`src/rtl/core/snfcs_pkg.sv`:
```
`default_nettype none
package snfcs_pkg;

    localparam logic [1:0] KIND_REQ  = 2'd0;
    localparam logic [1:0] KIND_DONE = 2'd1;
    localparam logic [1:0] KIND_WBYTE = 2'd2;

    localparam logic [2:0] OP_WREN   = 3'd0;
    localparam logic [2:0] OP_WRDI   = 3'd1;
    localparam logic [2:0] OP_WAIT   = 3'd2;
    localparam logic [2:0] OP_SERASE = 3'd3;
    localparam logic [2:0] OP_CERASE = 3'd4;
    localparam logic [2:0] OP_WRITE  = 3'd5;
    localparam logic [2:0] OP_READ   = 3'd6;
    localparam logic [2:0] OP_RDID   = 3'd7;

    localparam logic [7:0] CMD_WREN   = 8'h06;
    localparam logic [7:0] CMD_WRDI   = 8'h04;
    localparam logic [7:0] CMD_RDSR   = 8'h05;
    localparam logic [7:0] CMD_DUMMY  = 8'h11;
    localparam logic [7:0] CMD_SERASE = 8'h20;
    localparam logic [7:0] CMD_CERASE = 8'hC7;
    localparam logic [7:0] CMD_PROG   = 8'h02;
    localparam logic [7:0] CMD_READ   = 8'h03;
    localparam logic [7:0] CMD_RDID   = 8'h9F;

    localparam logic [1:0] AP_DONE  = 2'd0;
    localparam logic [1:0] AP_FIRST = 2'd1;
    localparam logic [1:0] AP_FINAL = 2'd2;

    typedef enum logic [12:0] {
        PH_IDLE       = 13'h0001,
        PH_SINGLE     = 13'h0002,
        PH_WREN       = 13'h0004,
        PH_POLL_CMD   = 13'h0008,
        PH_POLL_DUMMY = 13'h0010,
        PH_POLL_REL   = 13'h0020,
        PH_CMD        = 13'h0040,
        PH_ADDR       = 13'h0080,
        PH_DATA_REQ   = 13'h0100,
        PH_DATA_TX    = 13'h0200,
        PH_RD_DATA    = 13'h0400,
        PH_ID_CMD     = 13'h0800,
        PH_ID_DATA    = 13'h1000
    } phase_t;

    // result beat, highest tdata field first
    typedef struct packed {
        logic        rejected;
        logic        done_res;
        logic [23:0] id_value;
        logic [7:0]  read_byte;
        logic        read_valid;
        logic        data_request;
        logic        cs_release;
        logic [7:0]  mosi_byte;
        logic        spi_valid;
    } result_t;

endpackage
`default_nettype wire

```
`src/rtl/core/spi_nor_flash_command_sequencer.sv`:
```
// SPI NOR flash command sequencer.
// Slave channel (s_): one beat is a host request (kind 0), a finished SPI byte
// exchange with the returned byte (kind 1) or a write data byte (kind 2).
// Master channel (m_): zero or one result beat per input beat; a result tells
// the SPI engine which byte to send and when to raise chip select, asks for
// write data, returns read data / ID, or flags done or a rejected request.
// Every input beat is decided in its own cycle by the sequencer and the result
// lands in a single output register; throughput is one beat per cycle. The
// input is taken whenever the output register is empty or is being drained in
// the same cycle, so a stalled receiver holds the result and back-pressures
// the slave side only while that register stays full. Reset (aresetn low,
// synchronous) returns the sequencer to idle and empties the output register.
// Erase and program run write enable, a status poll, the command (with address
// except for chip erase), then a second poll; writes split at page ends.
`default_nettype none
module spi_nor_flash_command_sequencer #(
    parameter int PAGE_BYTES   = 256,
    parameter int ADDRESS_BITS = 24
) (
    input  wire         aclk,
    input  wire         aresetn,
    input  wire         s_tvalid,
    output logic        s_tready,
    // tdata: op[2:0], address[26:3], length[50:27], miso_byte[58:51],
    //        write_byte[66:59], zero fill to 72
    input  wire  [71:0] s_tdata,
    // tuser: kind[1:0]
    input  wire  [1:0]  s_tuser,
    output logic        m_tvalid,
    input  wire         m_tready,
    // tdata: spi_valid[0], mosi_byte[8:1], cs_release[9], data_request[10],
    //        read_valid[11], read_byte[19:12], id_value[43:20], done_res[44],
    //        rejected[45], zero fill to 48
    output logic [47:0] m_tdata
);
    import snfcs_pkg::*;

    localparam int AW = (ADDRESS_BITS < 24) ? ADDRESS_BITS : 24;
    localparam int PB = $clog2(PAGE_BYTES);
    localparam int CW = PB + 1;

    phase_t      phase_reg, phase_next;
    logic [2:0]  op_reg, op_next;
    logic [23:0] addr_reg, addr_next;
    logic [23:0] left_reg, left_next;
    logic [CW-1:0] chunk_reg, chunk_next;
    logic [1:0]  idx_reg, idx_next;
    logic [23:0] id_reg, id_next;
    logic [1:0]  ap_reg, ap_next;
    logic        ov_reg;
    result_t     res_reg, res;
    logic        have;

    logic        acc;
    logic [1:0]  kind;
    logic [2:0]  in_op;
    logic [23:0] in_addr, in_len;
    logic [7:0]  miso, wbyte;
    logic [23:0] amask;
    logic [CW-1:0] room;
    logic [CW-1:0] chunk_calc;
    logic [23:0] nleft;
    logic [23:0] id_sh;

    assign kind    = s_tuser;
    assign in_op   = s_tdata[2:0];
    assign in_addr = s_tdata[26:3];
    assign in_len  = s_tdata[50:27];
    assign miso    = s_tdata[58:51];
    assign wbyte   = s_tdata[66:59];
    assign amask   = 24'((25'd1 << AW) - 25'd1);

    assign s_tready = !ov_reg || m_tready;
    assign acc      = s_tvalid && s_tready;
    assign m_tvalid = ov_reg;
    assign m_tdata  = {2'b00, res_reg};

    // page room from the current address, used when a chunk starts
    assign room = CW'(PAGE_BYTES) - {1'b0, addr_reg[PB-1:0]};
    assign chunk_calc = (left_reg < 24'(room)) ? CW'(left_reg) : room;
    assign nleft = left_reg - 24'd1;
    assign id_sh = {id_reg[15:0], miso};

    // decide one beat
    always_comb begin
        phase_next = phase_reg;
        op_next    = op_reg;
        addr_next  = addr_reg;
        left_next  = left_reg;
        chunk_next = chunk_reg;
        idx_next   = idx_reg;
        id_next    = id_reg;
        ap_next    = ap_reg;
        res        = '0;
        have       = 1'b0;
        unique case (kind)
            KIND_REQ: begin
                if (phase_reg != PH_IDLE) begin
                    res.rejected = 1'b1;
                    have = 1'b1;
                end else begin
                    op_next    = in_op;
                    addr_next  = in_addr & amask;
                    left_next  = in_len;
                    chunk_next = '0;
                    idx_next   = '0;
                    have       = 1'b1;
                    res.spi_valid = 1'b1;
                    unique case (in_op)
                        OP_WREN: begin
                            res.mosi_byte = CMD_WREN; res.cs_release = 1'b1;
                            phase_next = PH_SINGLE;
                        end
                        OP_WRDI: begin
                            res.mosi_byte = CMD_WRDI; res.cs_release = 1'b1;
                            phase_next = PH_SINGLE;
                        end
                        OP_WAIT: begin
                            res.mosi_byte = CMD_RDSR; phase_next = PH_POLL_CMD;
                            ap_next = AP_DONE;
                        end
                        OP_RDID: begin
                            id_next = '0; res.mosi_byte = CMD_RDID;
                            phase_next = PH_ID_CMD;
                        end
                        default: begin
                            // write: first chunk from the request address
                            if (in_op == OP_WRITE) begin
                                chunk_next = ((in_len < 24'(CW'(PAGE_BYTES)
                                    - {1'b0, in_addr[PB-1:0]})) ? CW'(in_len)
                                    : (CW'(PAGE_BYTES) - {1'b0, in_addr[PB-1:0]}));
                            end
                            res.mosi_byte = CMD_WREN; res.cs_release = 1'b1;
                            phase_next = PH_WREN; ap_next = AP_FIRST;
                        end
                    endcase
                end
            end
            KIND_WBYTE: begin
                if (phase_reg == PH_DATA_REQ) begin
                    have = 1'b1;
                    res.spi_valid = 1'b1; res.mosi_byte = wbyte;
                    res.cs_release = (chunk_reg == CW'(1));
                    phase_next = PH_DATA_TX;
                end
            end
            KIND_DONE: begin
                have = 1'b1;
                unique case (phase_reg)
                    PH_SINGLE: begin
                        res.done_res = 1'b1; phase_next = PH_IDLE;
                    end
                    PH_WREN: begin
                        res.spi_valid = 1'b1; res.mosi_byte = CMD_RDSR;
                        phase_next = PH_POLL_CMD;
                    end
                    PH_POLL_CMD: begin
                        res.spi_valid = 1'b1; res.mosi_byte = CMD_DUMMY;
                        phase_next = PH_POLL_DUMMY;
                    end
                    PH_POLL_DUMMY: begin
                        if (miso[0]) begin
                            res.spi_valid = 1'b1; res.mosi_byte = CMD_DUMMY;
                        end else begin
                            res.cs_release = 1'b1; phase_next = PH_POLL_REL;
                        end
                    end
                    PH_POLL_REL: begin
                        priority if (ap_reg == AP_FIRST) begin
                            res.spi_valid = 1'b1;
                            priority case (op_reg)
                                OP_SERASE: res.mosi_byte = CMD_SERASE;
                                OP_CERASE: res.mosi_byte = CMD_CERASE;
                                OP_WRITE:  res.mosi_byte = CMD_PROG;
                                default:   res.mosi_byte = CMD_READ;
                            endcase
                            res.cs_release = (op_reg == OP_CERASE);
                            phase_next = PH_CMD;
                        end else if (ap_reg == AP_FINAL && op_reg == OP_WRITE
                                     && left_reg != '0) begin
                            chunk_next = chunk_calc;
                            res.spi_valid = 1'b1; res.mosi_byte = CMD_WREN;
                            res.cs_release = 1'b1;
                            phase_next = PH_WREN; ap_next = AP_FIRST;
                        end else begin
                            res.done_res = 1'b1; phase_next = PH_IDLE;
                        end
                    end
                    PH_CMD: begin
                        res.spi_valid = 1'b1;
                        if (op_reg == OP_CERASE) begin
                            res.mosi_byte = CMD_RDSR; phase_next = PH_POLL_CMD;
                            ap_next = AP_FINAL;
                        end else begin
                            res.mosi_byte = addr_reg[23:16]; idx_next = 2'd1;
                            phase_next = PH_ADDR;
                        end
                    end
                    PH_ADDR: begin
                        priority if (idx_reg == 2'd1) begin
                            res.spi_valid = 1'b1; res.mosi_byte = addr_reg[15:8];
                            idx_next = 2'd2;
                        end else if (idx_reg == 2'd2) begin
                            res.spi_valid = 1'b1; res.mosi_byte = addr_reg[7:0];
                            res.cs_release = (op_reg == OP_SERASE)
                                || (op_reg == OP_WRITE && chunk_reg == '0)
                                || (op_reg == OP_READ && left_reg == '0);
                            idx_next = 2'd3;
                        end else if (op_reg == OP_SERASE
                                     || (op_reg == OP_WRITE && chunk_reg == '0)) begin
                            res.spi_valid = 1'b1; res.mosi_byte = CMD_RDSR;
                            phase_next = PH_POLL_CMD; ap_next = AP_FINAL;
                        end else if (op_reg == OP_WRITE) begin
                            res.data_request = 1'b1; phase_next = PH_DATA_REQ;
                        end else if (left_reg != '0) begin
                            res.spi_valid = 1'b1; res.mosi_byte = CMD_DUMMY;
                            res.cs_release = (left_reg == 24'd1);
                            phase_next = PH_RD_DATA;
                        end else begin
                            res.done_res = 1'b1; phase_next = PH_IDLE;
                        end
                    end
                    PH_DATA_TX: begin
                        chunk_next = chunk_reg - CW'(1);
                        left_next  = nleft;
                        addr_next  = (addr_reg + 24'd1) & amask;
                        if (chunk_reg != CW'(1)) begin
                            res.data_request = 1'b1; phase_next = PH_DATA_REQ;
                        end else begin
                            res.spi_valid = 1'b1; res.mosi_byte = CMD_RDSR;
                            phase_next = PH_POLL_CMD; ap_next = AP_FINAL;
                        end
                    end
                    PH_RD_DATA: begin
                        res.read_valid = 1'b1; res.read_byte = miso;
                        left_next = nleft;
                        if (nleft == '0) begin
                            res.done_res = 1'b1; phase_next = PH_IDLE;
                        end else begin
                            res.spi_valid = 1'b1; res.mosi_byte = CMD_DUMMY;
                            res.cs_release = (nleft == 24'd1);
                        end
                    end
                    PH_ID_CMD: begin
                        res.spi_valid = 1'b1; res.mosi_byte = CMD_DUMMY;
                        idx_next = '0; phase_next = PH_ID_DATA;
                    end
                    PH_ID_DATA: begin
                        id_next = id_sh;
                        if (idx_reg == 2'd2) begin
                            res.id_value = id_sh; res.done_res = 1'b1;
                            phase_next = PH_IDLE; idx_next = '0;
                        end else begin
                            idx_next = idx_reg + 2'd1;
                            res.spi_valid = 1'b1; res.mosi_byte = CMD_DUMMY;
                            res.cs_release = (idx_reg == 2'd1);
                        end
                    end
                    default: have = 1'b0;
                endcase
            end
            default: have = 1'b0;
        endcase
    end

    // advance state and load the result register
    always_ff @(posedge aclk) begin
        if (!aresetn) begin
            phase_reg <= PH_IDLE;
            op_reg    <= '0;
            addr_reg  <= '0;
            left_reg  <= '0;
            chunk_reg <= '0;
            idx_reg   <= '0;
            id_reg    <= '0;
            ap_reg    <= AP_DONE;
            ov_reg    <= 1'b0;
        end else begin
            if (acc) begin
                phase_reg <= phase_next;
                op_reg    <= op_next;
                addr_reg  <= addr_next;
                left_reg  <= left_next;
                chunk_reg <= chunk_next;
                idx_reg   <= idx_next;
                id_reg    <= id_next;
                ap_reg    <= ap_next;
                ov_reg    <= have;
            end else if (m_tready) begin
                ov_reg <= 1'b0;
            end
        end
    end

    // hold payload
    always_ff @(posedge aclk) begin
        if (acc && have) begin
            res_reg <= res;
        end
    end

endmodule
`default_nettype wire
```
`config.mk`:
```
export PLATFORM = sky130hd
export DESIGN_NAME = spi_nor_flash_command_sequencer
export DESIGN_NICKNAME = d
export VERILOG_FILES = /design/src/rtl/core/snfcs_pkg.sv /design/src/rtl/core/spi_nor_flash_command_sequencer.sv
export SDC_FILE = /design/constraint.sdc
export NUM_CORES = 1
export LEC_CHECK = 0
export ABC_CLOCK_PERIOD_IN_PS = 7300
export BUFFER_PORTS_ARGS = -buffer_cell sky130_fd_sc_hd__buf_2
export CAP_MARGIN = 0
export CORE_MARGIN = 4
export CORE_UTILIZATION = 40
export CTS_CLUSTER_SIZE = 8
export DETAILED_ROUTE_END_ITERATION = 8
export GPL_ROUTABILITY_DRIVEN = 0
export GPL_TIMING_DRIVEN = 0
export SYNTH_ARGS = -nofsm -noshare
export SYNTH_HDL_FRONTEND = slang
export SYNTH_SLANG_ARGS = --single-unit
```
`constraint.sdc`:
```
create_clock -name aclk -period 7.3 [get_ports aclk]
set_input_delay 1.095 -clock aclk [delete_from_list [all_inputs] [get_ports aclk]]
set_output_delay 1.095 -clock aclk [all_outputs]
set_load 0.02 [all_outputs]
```
[Yosys cells after proc, flatten, opt, wreduce, memory -nomap -nowiden]
Index checks and enable logic that the tools add are counted.
Storage, ports and cells
  flip-flop bits (word level): 140
  input port bits: 78
  output and inout port bits: 50
  logic and storage cells: 221
Operators by class
  $add $sub $neg: 7
  order comparisons: 2
  equality and inequality tests: 54
  multiplexer cells: 103
  bitwise operators: 1
  reduce and logical (&&, ||, !) cells: 36
Operators with widths (count)
  13-bit case mux with 11 select lines: 1
  10-bit 2-to-1 mux: 14
  13-bit 2-to-1 mux: 10
  24-bit 2-to-1 mux: 4
  24-bit case mux with 2 select lines: 2
  9-bit 2-to-1 mux: 10
  9-bit case mux with 9 select lines: 1
  24-bit by 1-bit equality test with 1-bit output, second input constant: 2
  24-bit logical NOT: 2
  16-bit 2-to-1 mux: 3
  8-bit case mux with 3 select lines: 2
  13-bit case mux with 3 select lines: 1
  12-bit case mux with 3 select lines: 1
  9-bit case mux with 2 select lines: 2
  3-bit != test, second input constant: 11
  16-bit case mux with 2 select lines: 1
  2-bit 2-to-1 mux: 15
  10-bit case mux with 3 select lines: 1
  25-bit 2-to-1 mux: 1
  24-bit by 1-bit adder with 24-bit output, second input constant: 1
  24-bit < comparator: 1
  24-bit by 9-bit < comparator with 1-bit output: 1
  24-bit nonzero test: 1
  24-bit by 1-bit subtractor with 24-bit output, second input constant: 1
  other kinds (61): 114

[Longest topological paths before layout]
  depth in word-level cells: 13
  mapped depth: 13

[Worst setup path after synthesis]
OpenSTA, ideal clock, no wires.
  kind: in2reg
  from: input s_tuser[1]
  to: register res_reg, in the netlist m_tdata[0] (enable)
  arrival time: 5.662 ns
  data required time: 6.779 ns
  slack: 1.117 ns
  stages on the path: 6
  buffers on the path: 2
  path through: inv_1 > ha_1 > buf_1 > clkbuf_1 > o31ai_1 > a211oi_1
On the way
  longest elaborated chain between the ends: 3
  elaborated cells on any way between the ends: 5
  classes of those cells: 2 x eq/ne; 1 x mux; 2 x reduce/logical
Ends and longest elaborated chain
  start, declared: RTL line spi_nor_flash_command_sequencer.sv:28  | input wire [1:0] s_tuser,
  2-bit by 1-bit equality test with 1-bit output (tied with other cells): RTL line spi_nor_flash_command_sequencer.sv:96  | unique case (kind)
  1-bit case mux with 3 select lines *: RTL line spi_nor_flash_command_sequencer.sv:96
  1-bit logical AND *: RTL line spi_nor_flash_command_sequencer.sv:297  | if (acc && have) begin
  end signal, assigned: RTL line spi_nor_flash_command_sequencer.sv:298  | res_reg <= res;
  end, declared: RTL line spi_nor_flash_command_sequencer.sv:51  | result_t res_reg, res;
Mark *: on every way between the ends. The rest lies on a longest branch, timed or not.
A chain may end at the register's enable or synchronous reset.

==> qor.yml <==
power:
  vdd_drop_max_mv: 0.1340
  p_total_mw: 2.265
  powerDensity_nw_per_um2: 201.0
  leakage_nw: 4.296
logic_synthesis:
  synthArstFlopShare_pct: 0
  synth_edf_count: 46
  yosysTopAreaCellShare_pct: 19.57
  synthTopCellsByCount: "nand2_1 (138), nor2_1 (95), dfxtp_1 (94)"
  syn_avg_cell_area_sq_um: 8.034
  synth_area_leaders: "dfxtp_1 (20%), edfxtp_1 (14%), nand2_1 (5.4%)"
  synthFlopType: "dfxtp_1"
  yosysTopAreaCell: "dfxtp_1"
  ys_seq_area_share_pct: 33.93
  netlist_instances: 1197
  yosysMostFrequentCell: "nand2_1"
  synth_cell_types: 90
  synth-seq-cells: 140
  yosysWarnings: 0
  netlist_area_sq_um: 9617
critical_path:
  reg2reg_setup_slack_ns: 3.08
  critical_path_class: "reg2reg"
  cp-end-kind: "register"
  critical_path.max_fanout: 8
  critPathRequiredTime_ns: 7.45
  r2r_cells: 10
  crit_arrival_ns: 4.37
  crit_path_end: "m_tdata[0]"
  startpoint_type: "register"
  timing.rr.end: "m_tdata[0]"
  r2r_start: "left_reg[1]"
  crit_start: "left_reg[1]"
floorplanning:
  fp.dieArea_sq_um: 26590
  fp.dieH_um: 163.1
  ios: 128
  core_sq_um: 23540
  rows: 56
  fp.dieW_um: 163.1
  start_util_pct: 40.85
clock_tree:
  cts_sinks: 140
  cts_buffers: 17
  clk_path_buf_depth: 2
  clk_latency_ns: 0.44
  clk_pin_slew_worst_paths_ns: 0.07
  post_cts_buffers: 0
  cts_root_buf: "clkbuf_16"
  cts_resized: 0
  htreeDepth: 4
  cts_tree: "built"
  ctsHoldBuffers: 0
timing:
  setup_viol: 0
  finalCritPeriodShare_pct: 57.81
  tightest_slew_ns: 1.233
  whs_ns: 0.4529
  setup_tns_ns: 0
  hold_viol: 0
  fin_skew_ns: 0.01813
  fmax_ghz: 0.2370
  final.setup.worst_slack_ns: 3.080
  rsz0062_at_grt: "no"
  relSlewSlack_pct: 17.08
  slew_violations: 0
  period_needed_ns: 4.220
hold_path:
  hp-class: "reg2reg"
global_routing:
  grt_usage_pct: 25.72
  grt-ovfl-total: 0
  grt_antenna_before_repair: 2
  grt_pass1_vias: 9454
  grt_max_degree: 21
  grt_pass1_wl_um: 53450
cells_and_area:
  area_growth_pct: 17.19
  drive_gt1_share_pct: 14.60
  largest_register_ffs: 46
  design_area_sq_um: 11270
  finalNonFillerCells: 1670
  layout.nets: 1450
  final_core_util_pct: 47.87
place:
  dpl-instance-area_sq_um: 10650
  io_buffers: 117
  dp.cells: 1636
  dp_slack_ns: 2.757
  hpwlAfterDp_um: 25970
detailed_routing:
  wl_um: 34600
  first_pass_iters: 5
  vias: 10024
  routed_via_density: 6.002
  final_antenna_net_count: 0
  drcViolationCount: 0
  drt_first_iter_violations: 1027
  avgRoutedWirePerCell_um: 20.72
flow_run:
  cap_viol_max_count: 0
status:
  status: "complete, no violations"
-- worst min path at each step --
stage	start	end	slack [ns]	depth (start not counted)
floorplan	id_reg[15]	id_reg[15]	0.43	2
global placement	id_reg[15]	id_reg[15]	0.44	2
detailed placement	id_reg[15]	id_reg[15]	0.45	2
CTS	id_reg[15]	id_reg[15]	0.45	2
global route	id_reg[15]	id_reg[15]	0.48	2
finish	id_reg[15]	id_reg[15]	0.45	2
-- final cells by class --
class | instances | area, sq um
flip-flops and latches | 140 | 3263
inverters | 45 | 168.9
multi-input cells | 930 | 5858
diodes | 2 | 5.005
repair buffers | 119 | 615.6
fillers | 2392 | 12270
clock buffers | 17 | 425.4
well taps | 319 | 399.1
clock inverters | 15 | 191.4
plain buffers | 83 | 342.8
-- layer usage --
metal / vias up / wire length [um] / global-route usage, %
met3: 97 / 2829 / 4.971
li1: 4722 / - / -
met2: 533 / 15220 / 39.55
met4: 2 / 1410 / 10.71
met1: 4670 / 15130 / 35.49
met5: - / 13 / 0
-- power by group --
part           leakage [nW]  internal, mW  switching [mW]
Clock                 0.300         0.468           0.434
Sequential             1.20         0.827          0.0293
Combinational          2.79         0.185           0.322
Total                  4.30          1.48           0.785
-- kinds of logic (layout without fill, tap and decap cells) --
group / after synthesis / after routing / synth area share, %
AOI/OAI and AO/OA: 341 / 341 / 23.99
other: 1 / 4 / 0.03899
and+or+nand+nor: 500 / 500 / 27.02
DFF: 140 / 140 / 33.93
xor gates and xnor gates: 25 / 25 / 2.277
adders and majority gates: 36 / 36 / 4.684
buffers and inverters: 128 / 279 / 5.321
muxes: 26 / 26 / 2.732
-- layout by cell type (no fill, tap or decap), types with 9 or more instances in the layout --
| master | synthesis | final |
|---|---|---|
| nand2_1 | 138 | 138 |
| buf_2 | 7 | 124 |
| nor2_1 | 95 | 95 |
| dfxtp_1 | 94 | 94 |
| a21oi_1 | 82 | 82 |
| clkbuf_1 | 70 | 70 |
| o21ai_0 | 67 | 67 |
| edfxtp_1 | 46 | 46 |
| inv_1 | 44 | 44 |
| nor3_1 | 38 | 38 |
| and2_1 | 36 | 36 |
| ha_1 | 36 | 36 |
| nand3_1 | 34 | 34 |
| nor4_1 | 27 | 27 |
| mux2i_1 | 24 | 24 |
| a31oi_1 | 24 | 24 |
| nor2b_1 | 23 | 23 |
| nand4_1 | 20 | 20 |
| clkbuf_16 | 0 | 17 |
| xnor2_1 | 16 | 16 |
| and3_1 | 15 | 15 |
| o211ai_1 | 13 | 13 |
| o22ai_1 | 13 | 13 |
| or3_1 | 11 | 11 |
| a221oi_1 | 11 | 11 |
| or4_1 | 10 | 10 |
| a21boi_0 | 10 | 10 |
| a211oi_1 | 11 | 10 |
| a21o_1 | 10 | 10 |
| xor2_1 | 9 | 9 |
| nand2b_1 | 9 | 9 |
| o21ai_1 | 9 | 9 |
-- critical path, cell delays in order (launching register included) --
cell and delay [ns]:
dfxtp_1 0.40, inv_1 0.20, ha_1 0.29, or4b_2 0.62, nor4_1 0.51, xor2_1 0.13
o31a_1 0.35, nor4_1 0.68, a21oi_1 0.27, nor3_1 0.31, a211oi_1 0.16
(Power assumes the default switching activity.)
